### src/sv/mkdpt_pkg.sv
// Shared constants and types for the multi-key debounce and press timer.
package mkdpt_pkg;

    localparam int NUM_KEYS = 4;
    localparam int SETTLE_W = 8;
    localparam int DUR_W    = 16;

    localparam logic [SETTLE_W-1:0] DEBOUNCE_RESET = 8'd50;
    localparam logic [SETTLE_W-1:0] SETTLE_MAX     = {SETTLE_W{1'b1}};
    localparam logic [DUR_W-1:0]    DUR_MAX        = {DUR_W{1'b1}};

    localparam int IN_TDATA_W  = 8;
    localparam int OUT_TDATA_W = 2 * NUM_KEYS + NUM_KEYS * DUR_W;

    // Per-key result of one tick, as seen after the update.
    typedef struct packed {
        logic             release_evt;
        logic             down;
        logic [DUR_W-1:0] duration;
    } key_stat_t;

endpackage

### src/sv/multi_key_debounce_press_timer_top.sv
// Top level: tick stream in, per-tick key result stream out, debounce register.
//
// Each accepted s_tdata beat is one time tick carrying the raw active-low
// levels of four keys; each tick yields exactly one m_tdata beat in the next
// cycle, holding the release-event mask, the debounced down mask and the last
// press length of every key. The block takes one tick per cycle: the per-key
// state registers are updated by one level of logic on acceptance and the
// result lands in a single output register, which frees up in the same cycle
// it is taken, so s_tready stays high as long as m_tready is high. A write on
// the cfg channel sets the debounce wait in ticks (reset 50, 0 behaves as 1)
// and is always taken, as cfg_ready is tied high.
module multi_key_debounce_press_timer_top (
    input  logic                                   clk,
    input  logic                                   rst_n,
    input  logic                                   s_tvalid,
    output logic                                   s_tready,
    input  logic [mkdpt_pkg::IN_TDATA_W-1:0]       s_tdata,  // [3:0] key_levels
    output logic                                   m_tvalid,
    input  logic                                   m_tready,
    // [3:0] release_mask, [7:4] down_mask, [23:8] duration_key0,
    // [39:24] duration_key1, [55:40] duration_key2, [71:56] duration_key3
    output logic [mkdpt_pkg::OUT_TDATA_W-1:0]      m_tdata,
    input  logic                                   cfg_valid,
    output logic                                   cfg_ready,
    input  logic [mkdpt_pkg::SETTLE_W-1:0]         cfg_data   // debounce_ticks
);
    import mkdpt_pkg::*;

    logic [SETTLE_W-1:0] debounce_reg;
    logic                out_valid_reg;
    logic [NUM_KEYS-1:0] rel_reg;
    logic [NUM_KEYS-1:0] down_reg;
    logic [DUR_W-1:0]    dur_reg [NUM_KEYS];
    logic                step;
    key_stat_t           stat [NUM_KEYS];

    assign cfg_ready = 1'b1;
    assign s_tready  = !out_valid_reg || m_tready;
    assign step      = s_tvalid && s_tready;

    always_ff @(posedge clk or negedge rst_n)
    begin
        if (!rst_n)
            debounce_reg <= DEBOUNCE_RESET;
        else if (cfg_valid && cfg_ready)
            debounce_reg <= cfg_data;
    end

    genvar k;
    generate
        for (k = 0; k < NUM_KEYS; k++)
        begin : g_key
            mkdpt_key u_key (
                .clk            (clk),
                .rst_n          (rst_n),
                .step           (step),
                .level_high     (s_tdata[k]),
                .debounce_ticks (debounce_reg),
                .stat           (stat[k])
            );
        end
    endgenerate

    // result payload: loaded on every accepted tick
    always_ff @(posedge clk)
    begin
        if (step)
        begin
            for (int i = 0; i < NUM_KEYS; i++)
            begin
                rel_reg[i]  <= stat[i].release_evt;
                down_reg[i] <= stat[i].down;
                dur_reg[i]  <= stat[i].duration;
            end
        end
    end

    always_comb
    begin
        m_tdata = '0;
        for (int i = 0; i < NUM_KEYS; i++)
        begin
            m_tdata[i]                             = rel_reg[i];
            m_tdata[NUM_KEYS + i]                  = down_reg[i];
            m_tdata[2*NUM_KEYS + i*DUR_W +: DUR_W] = dur_reg[i];
        end
    end

    always_ff @(posedge clk or negedge rst_n)
    begin
        if (!rst_n)
            out_valid_reg <= 1'b0;
        else if (step)
            out_valid_reg <= 1'b1;
        else if (m_tready)
            out_valid_reg <= 1'b0;
    end

    assign m_tvalid = out_valid_reg;

    a_beat_per_tick: assert property (@(posedge clk) disable iff (!rst_n)
        step |=> m_tvalid)
        else $error("accepted tick produced no result beat");

    a_result_held: assert property (@(posedge clk) disable iff (!rst_n)
        m_tvalid && !m_tready |=> m_tvalid && $stable(m_tdata))
        else $error("stalled result beat changed");

    a_no_accept_when_full: assert property (@(posedge clk) disable iff (!rst_n)
        m_tvalid && !m_tready |-> !s_tready)
        else $error("tick accepted over an untaken result");

endmodule

### src/sv/mkdpt_key.sv
// Debounce state machine and press timer for a single key.
module mkdpt_key (
    input  logic                            clk,
    input  logic                            rst_n,
    input  logic                            step,
    input  logic                            level_high,
    input  logic [mkdpt_pkg::SETTLE_W-1:0]  debounce_ticks,
    output mkdpt_pkg::key_stat_t            stat
);
    import mkdpt_pkg::*;

    typedef enum logic [1:0] {
        PH_UP      = 2'd0,
        PH_FALLING = 2'd1,
        PH_DOWN    = 2'd2,
        PH_RISING  = 2'd3
    } phase_t;

    phase_t              phase_reg;
    phase_t              phase_next;
    logic [SETTLE_W-1:0] settle_reg;
    logic [SETTLE_W-1:0] settle_next;
    logic [DUR_W-1:0]    press_reg;
    logic [DUR_W-1:0]    press_next;
    logic [DUR_W-1:0]    last_dur_reg;
    logic [DUR_W-1:0]    last_dur_next;
    logic                release_evt;

    always_comb
    begin
        phase_next    = phase_reg;
        settle_next   = settle_reg;
        press_next    = press_reg;
        last_dur_next = last_dur_reg;
        release_evt   = 1'b0;
        case (phase_reg)
            PH_UP:
            begin
                if (!level_high)
                begin
                    phase_next  = PH_FALLING;
                    settle_next = '0;
                end
            end
            PH_FALLING:
            begin
                if (settle_reg != SETTLE_MAX)
                    settle_next = settle_reg + 1'b1;
                // sample the level again once the wait has run out
                if (settle_next >= debounce_ticks)
                begin
                    if (!level_high)
                    begin
                        phase_next = PH_DOWN;
                        press_next = '0;
                    end
                    else
                        phase_next = PH_UP;
                end
            end
            PH_DOWN:
            begin
                if (press_reg != DUR_MAX)
                    press_next = press_reg + 1'b1;
                if (level_high)
                    phase_next = PH_RISING;
            end
            PH_RISING:
            begin
                if (press_reg != DUR_MAX)
                    press_next = press_reg + 1'b1;
                if (level_high)
                begin
                    last_dur_next = press_next;
                    phase_next    = PH_UP;
                    release_evt   = 1'b1;
                end
                else
                    phase_next = PH_DOWN;
            end
            default:
            begin
                phase_next = PH_UP;
            end
        endcase
    end

    always_ff @(posedge clk or negedge rst_n)
    begin
        if (!rst_n)
        begin
            phase_reg    <= PH_UP;
            settle_reg   <= '0;
            press_reg    <= '0;
            last_dur_reg <= '0;
        end
        else if (step)
        begin
            phase_reg    <= phase_next;
            settle_reg   <= settle_next;
            press_reg    <= press_next;
            last_dur_reg <= last_dur_next;
        end
    end

    assign stat.release_evt = release_evt;
    assign stat.down        = (phase_next == PH_DOWN) || (phase_next == PH_RISING);
    assign stat.duration    = last_dur_next;

    a_release_from_rising: assert property (@(posedge clk) disable iff (!rst_n)
        release_evt |-> (phase_reg == PH_RISING) && level_high)
        else $error("release without confirmed rise");

    a_release_to_up: assert property (@(posedge clk) disable iff (!rst_n)
        step && release_evt |=> (phase_reg == PH_UP) && (last_dur_reg == $past(press_next)))
        else $error("release did not store duration and return to up");

    a_press_starts_wait: assert property (@(posedge clk) disable iff (!rst_n)
        step && (phase_reg == PH_UP) && !level_high |=>
            (phase_reg == PH_FALLING) && (settle_reg == '0))
        else $error("low level in up did not start debounce wait");

    a_hold_when_idle: assert property (@(posedge clk) disable iff (!rst_n)
        !step |=> $stable(phase_reg) && $stable(press_reg) && $stable(last_dur_reg))
        else $error("key state moved without a tick");

endmodule

### config.mk
export PLATFORM = sky130hd
export DESIGN_NAME = multi_key_debounce_press_timer_top
export DESIGN_NICKNAME = d
export VERILOG_FILES = /design/src/sv/mkdpt_pkg.sv /design/src/sv/multi_key_debounce_press_timer_top.sv /design/src/sv/mkdpt_key.sv
export SDC_FILE = /design/constraint.sdc
export NUM_CORES = 1
export LEC_CHECK = 0
export CELL_PAD_IN_SITES_DETAIL_PLACEMENT = 0
export CELL_PAD_IN_SITES_GLOBAL_PLACEMENT = 1
export CORE_MARGIN = 10
export CORE_UTILIZATION = 50
export DETAILED_ROUTE_END_ITERATION = 16
export DONT_BUFFER_PORTS = 1
export MAX_ROUTING_LAYER = met4
export PLACE_DENSITY = 0.8
export SLEW_MARGIN = 20
export SYNTH_ARGS = -nofsm -noshare
export SYNTH_HDL_FRONTEND = slang
export SYNTH_SLANG_ARGS = --single-unit
export TNS_END_PERCENT = 100
### constraint.sdc
create_clock -name clk -period 4.6 [get_ports clk]
set_input_delay 0.92 -clock clk [delete_from_list [all_inputs] [get_ports clk]]
set_output_delay 0.92 -clock clk [all_outputs]
set_load 0.01 [all_outputs]
==> results.sh, run 1 <==
export IMPL_status="finished, final reports clean"
export IMPL_insertion_delay_ns=0.55
export IMPL_worstPathRequired_ns=5.08
export IMPL_rsz0062_at_grt="no"
export IMPL_grt_total_usage_pct=17.9
export IMPL_yosysTopAreaCellShare_pct=32.2
export IMPL_cts_clk_slew_worst_paths_ns=0.06
export IMPL_max_stage_delay_ns=0.52
export IMPL_io_pins=96
export IMPL_io_buffer_count=0
export IMPL_drt_total_wl_mm=29.8
export IMPL_cts_setup_buffers=0
export IMPL_final_max_slew_violation_count=0
export IMPL_critPathMaxFanout=11
export IMPL_setup_viol=0
export IMPL_cp_arrival_ns=4.12
export IMPL_ys_flop_type="dfrtp_1"
export IMPL_syn_cell_area_mm2=0.0135
export IMPL_worst_setup_path_start_kind="flip-flop"
export IMPL_p_sw_mw=2.33
export IMPL_num_rows=60
export IMPL_hold_viol=0
export IMPL_skew_ns=0.0188
export IMPL_p_leak_nw=5.99
export IMPL_ant_nets=0
export IMPL_syn2layout_area_growth_pct=7.69
export IMPL_post_route_period_util_pct=79.1
export IMPL_syn_inst=1414
export IMPL_intPower_mw=4.79
export IMPL_post_drt_wl_per_cell_um=17.3
export IMPL_synth_edf_count=72
export IMPL_die_h_um=184
export IMPL_min_path_type="primary input to async pin"
export IMPL_cp_cell_sequence="ha_1, and4_1, nand4_1, xnor2_1, ha_1, nand2b_1, a2111oi_0, o311a_1, or2_2, a22o_1"
export IMPL_dp_hpwl_mm=20.1
export IMPL_antenna_cells=0
export IMPL_holdWs_ns=0.0923
export IMPL_max_freq_mhz=275
export IMPL_power_frac_comb_pct=21.3
export IMPL_drive_gt1_share_pct=7.08
export IMPL_die_w_um=184
export IMPL_powerDensity_mw_per_mm2=490
export IMPL_setup_tns_ns=0
export IMPL_netlist_top_cells_area="dfrtp_1, edfxtp_1, o21ai_0"
export IMPL_drtPass1Iterations=5
export IMPL_yosys_area_top_type="dfrtp_1"
export IMPL_numCtsBuffers=28
export IMPL_switching_share_pct=32.7
export IMPL_grt_antenna_before_repair=0
export IMPL_via_per_inst=5.84
export IMPL_slew_headroom_pct=25.7
export IMPL_crit_path_end_kind="flip-flop"
export IMPL_htree_num_levels=1
export IMPL_cts_buffer_depth=3
export IMPL_grt_pass1_vias=9331
export IMPL_drc=0
export IMPL_p_total_mw=7.13
export IMPL_peakVddDrop_mv=0.326
export IMPL_ys_warn_count=0
export IMPL_max_cap_viol_count=0
export IMPL_cp_top_family="compound AO/OA/AOI/OAI gates"
export IMPL_p_clk_share_pct=32.2
export IMPL_final_nets=1423
export IMPL_grt_pass1_wl_mm=49.3
export IMPL_crit_path_top_delay_cell="a2111oi_0"
export IMPL_postSynthAreaPerCell_um2=9.56
export IMPL_ys_seq_area_share_pct=48.8
export IMPL_grt_ovfl_total=0
export IMPL_async_flop_share_pct=71.1
export IMPL_sequentialPowerShare_pct=46.4
export IMPL_grt_max_degree=178
export IMPL_worst_pin_slew_ns=1.11
export IMPL_ys_types=78
export IMPL_period_needed_ns=3.64
export IMPL_die_area_mm2=0.0340
export IMPL_drt_iter0_markers=667
export IMPL_path_class="flip-flop to flip-flop"
export IMPL_cts_tree="yes"
export IMPL_critPathBufInv=0
export IMPL_root_buffer="clkbuf_16"
export IMPL_dr_total_vias=10100
export IMPL_start_util_pct=50.4
export IMPL_core_mm2=0.0268
export IMPL_ys_ff_latch=249
export IMPL_syn_num_nets=1475
export IMPL_gp_congestion=0.879
export IMPL_cts_resized_gates=0
export IMPL_crit_path_frequent_cell="ha_1"
export IMPL_clock_sinks=249
export IMPL_cts_hold_buf=0
metal layers:
| layer | up-vias | track usage, % | routed length, um |
|---|---|---|---|
| met5 | - | - | 0 |
| met4 | 0 | 3.57 | 384 |
| met3 | 36 | 2.80 | 1500 |
| met2 | 199 | 26.3 | 12900 |
| met1 | 4772 | 25.8 | 15000 |
| li1 | 5065 | - | - |
cell usage after synthesis, drive strengths merged, types with 6 or more instances:
master	number
xor2	27
o21ai	188
and4	17
o31ai	11
nand2b	12
xnor2	19
nor3	24
nor4	12
dfrtp	174
clkbuf	53
a21oi	61
and3	22
o21a	12
a22o	28
a31oi	11
and2	7
ha	40
nand2	228
buf	38
nor2	80
a211o	8
a32o	7
edfxtp	72
o211ai	6
inv	31
o2bb2ai	20
mux2i	20
mux2	18
nand3	55
nand4	35
a21o	6
power by group through the flow:
stage	Sequential, mW	Combinational [mW]	Clock, mW
floorplan	3.07	1.42	0
global placement	3.34	1.49	0
detailed placement	3.36	1.53	0
CTS	3.31	1.54	2.35
global route	3.40	1.77	2.45
finish	3.31	1.52	2.30
cell type report:
type / instances / area, um2
fill: 2428 / 12200
sequential: 249 / 6600
multi-input combinational: 1042 / 6390
clock buffer: 38 / 769
tap: 341 / 427
clock inverter: 14 / 181
inverter: 32 / 123
timing repair buffer: 9 / 67.6
through the flow:
| stage | util, % | instance area [um2] | worst slack, ns | cells |
|---|---|---|---|---|
| floorplan | - | 13500 | 0.309 | 1414 |
| finish | 54.3 | 14600 | 0.963 | 1725 |
| detailed placement | 50.7 | 13600 | 1.00 | 1673 |
| global placement | 50.7 | 13600 | 1.07 | 1673 |
| CTS | 54.3 | 14600 | 0.952 | 1725 |
| global route | 54.3 | 14600 | 0.654 | 1725 |
path summary, 6_finish.rpt:
kind	start	end	slack [ns]	cells past startpoint
worst max-delay path	g_key[0].u_key.settle_reg[0]	g_key[0].u_key.press_reg[5]	0.96	10
max in group asynchronous	rst_n	g_key[2].u_key.last_dur_reg[2]	4.08	0
worst min register to register	g_key[0].u_key.last_dur_reg[9]	g_key[0].u_key.last_dur_reg[9]	0.48	2
min in group clk	cfg_valid	debounce_reg[1]	0.45	1
worst max register to register	g_key[0].u_key.settle_reg[0]	g_key[0].u_key.press_reg[5]	0.96	10
worst min-delay path	rst_n	debounce_reg[0]	0.09	0
cell families (layout without fill, tap and decap cells):
family / count (synthesis) / count (layout) / share of synthesized area, %
AND/OR/NAND/NOR: 515 / 515 / 18.8
AO/OA/AOI/OAI: 402 / 402 / 18.7
flip-flops: 249 / 249 / 48.8
buffers and inverters: 123 / 93 / 3.94
XOR/XNOR: 46 / 46 / 2.98
adder cells (fa/ha/maj): 40 / 40 / 3.70
multiplexers: 38 / 38 / 2.98
other: 1 / 1 / 0.0278
worst register-to-register path, delay by kind of cell (launching register included):
kind | cells | cell delay, ns
compound gates | 3 | 1.19
simple gates | 4 | 1.16
fa+ha+maj | 2 | 0.51
flops | 1 | 0.42
xor+xnor | 1 | 0.29
cell usage in the layout (no fill, tap or decap), types with 17 or more instances in the layout:
| master | instances |
|---|---|
| nand2_1 | 227 |
| o21ai_0 | 179 |
| dfrtp_1 | 174 |
| nor2_1 | 80 |
| edfxtp_1 | 72 |
| a21oi_1 | 60 |
| nand3_1 | 51 |
| ha_1 | 40 |
| nand4_1 | 29 |
| inv_1 | 29 |
| clkbuf_16 | 29 |
| a22o_1 | 28 |
| xor2_1 | 27 |
| nor3_1 | 23 |
| and3_1 | 22 |
| mux2i_1 | 20 |
| o2bb2ai_1 | 20 |
| xnor2_1 | 19 |
| mux2_2 | 18 |
| and4_1 | 17 |
(Power assumes the default switching activity.)
==> inputs of run 2 (changes only) <==
==> constraint.sdc (replaced) <==
create_clock -name clk -period 3.8 [get_ports clk]
set_input_delay 0.76 -clock clk [delete_from_list [all_inputs] [get_ports clk]]
set_output_delay 0.76 -clock clk [all_outputs]
set_load 0.01 [all_outputs]
==> results.sh, run 2 (synthesis gave the netlist of run 1 again) <==
export IMPL_final_util_pct=54.6
export IMPL_syn2layout_area_growth_pct=8.39
export IMPL_hold_viol=107
export IMPL_cp_arrival_ns=3.90
export IMPL_dp_cells=1679
export IMPL_pre_cts_ws_ns=0.447
export IMPL_dr_total_vias=10100
export IMPL_critPathMaxFanout=13
export IMPL_mostFrequentLayoutCell="nand2_1"
export IMPL_rsz0062_at_grt="no"
export IMPL_power_frac_comb_pct=21.4
export IMPL_slew_headroom_pct=41.7
export IMPL_layout_setup_ws_ns=0.377
export IMPL_drtPass1Iterations=5
export IMPL_violations="hold timing"
export IMPL_die_w_um=184
export IMPL_numCtsBuffers=27
export IMPL_cts_tree="yes"
export IMPL_crit_path_end_kind="flip-flop"
export IMPL_die_area_mm2=0.0340
export IMPL_start_util_pct=50.4
export IMPL_final_cell_mix="nand2_1, o21ai_0, dfrtp_1"
export IMPL_peakVddDrop_mv=0.389
export IMPL_final_nets=1428
export IMPL_intPower_mw=5.93
export IMPL_post_drt_wl_per_cell_um=17.5
export IMPL_die_h_um=184
export IMPL_grt_pass1_wl_mm=50.2
export IMPL_max_cap_viol_count=0
export IMPL_dpl_instance_area_mm2=0.0137
export IMPL_grt_antenna_before_repair=0
export IMPL_holdWs_ns=-0.0770
export IMPL_min_path_type="primary input to async pin"
export IMPL_max_freq_mhz=292
export IMPL_period_needed_ns=3.42
export IMPL_gp_congestion=0.881
export IMPL_root_buffer="clkbuf_16"
export IMPL_fin_cells=1729
export IMPL_final_area_mm2=0.0146
export IMPL_p_total_mw=8.78
export IMPL_drc=0
export IMPL_grt_total_usage_pct=18.2
export IMPL_clock_sinks=249
export IMPL_ant_nets=0
export IMPL_io_buffer_count=0
export IMPL_sequentialPowerShare_pct=45.8
export IMPL_worst_setup_path_start_kind="flip-flop"
export IMPL_worst_pin_slew_ns=0.872
export IMPL_num_rows=60
export IMPL_reg2reg_from="g_key[1].u_key.settle_reg[0]"
export IMPL_io_pins=96
export IMPL_drt_total_wl_mm=30.3
export IMPL_powerDensity_mw_per_mm2=600
export IMPL_htree_num_levels=1
export IMPL_fillCellCount=2381
export IMPL_p_sw_mw=2.85
export IMPL_core_mm2=0.0268
export IMPL_post_route_period_util_pct=90.1
export IMPL_dp_hpwl_mm=20.4
export IMPL_cts_clk_slew_worst_paths_ns=0.06
export IMPL_antenna_cells=0
export IMPL_final_max_slew_violation_count=0
export IMPL_setup_tns_ns=0
export IMPL_p_leak_nw=6.04
export IMPL_status="finished, violations left"
export IMPL_grt_max_degree=178
export IMPL_worstSetupStartpoint="g_key[1].u_key.settle_reg[0]"
export IMPL_drive_gt1_share_pct=7.71
export IMPL_worstPathRequired_ns=4.28
export IMPL_via_per_inst=5.83
export IMPL_cts_buffer_depth=3
export IMPL_skew_ns=0.00987
export IMPL_grt_pass1_vias=9434
export IMPL_switching_share_pct=32.5
export IMPL_path_class="flip-flop to flip-flop"
export IMPL_drt_iter0_markers=768
export IMPL_p_clk_share_pct=32.8
export IMPL_grt_ovfl_total=0
export IMPL_setup_viol=0
export IMPL_insertion_delay_ns=0.54
run 2: cell count changes in the layout (fill, tap and decap cells not counted), moves of 3 or more:
cell and change:
bufinv_16 +3, nor3_2 +3, nor3_1 -3, clkbuf_1 -4
buf_4 +5
run 2: area by class of cell:
cell class                      instances  area [um2]  area share [%]
Timing Repair Buffer                   15         125           0.854
Multi-Input combinational cell       1042        6400            43.7
Clock buffer                           32         704            4.81
Clock inverter                         18         269            1.84
Sequential cell                       249        6600            45.0
Inverter                               32         123           0.837
Tap cell                              341         427            2.91
run 2: critical path, stage by stage, from the launching register on:
cell       delay [ns]
dfrtp_1          0.42
ha_1             0.28
and2_1           0.21
nand3_1          0.20
mux2_2           0.37
ha_1             0.28
a2111oi_0        0.48
o311a_1          0.40
a211o_1          0.49
o22a_1           0.23
run 2: final timing paths:
check / end / slack (ns) / cells past startpoint
hold reg to reg: g_key[3].u_key.last_dur_reg[13] / 0.48 / 2
max in group asynchronous: g_key[1].u_key.last_dur_reg[10] / 3.50 / 0
min in group clk: debounce_reg[1] / 0.28 / 1
setup reg to reg: g_key[1].u_key.press_reg[14] / 0.38 / 9
setup / recovery: g_key[1].u_key.press_reg[14] / 0.38 / 9
hold / removal: debounce_reg[7] / -0.08 / 0
run 2: power by group through the flow:
stage | registers, mW | logic [mW] | clock network, mW
final | 4.02 | 1.88 | 2.88
after global routing | 4.12 | 2.19 | 3.06
after CTS | 4.02 | 1.89 | 2.95
after detailed placement | 4.07 | 1.88 | 0
after global placement | 4.04 | 1.83 | 0
after floorplan | 3.71 | 1.72 | 0
run 2: layer usage:
metal  GRT usage, %  part of all wire (%)  wire [um]  up-vias
li1               -                     -          -     5088
met1           26.3                    50      15200     4750
met2           26.5                    43      13100      196
met3           2.76                   4.9       1480       41
met4           4.03                   1.8        543        0
met5              -                     0          0        -
run 2: repair_timing:
action | 4_1_cts | 5_1_grt
hold endpoints to repair | 174 | 174
buffers inserted | 0 | 0
resized for setup | 0 | 0
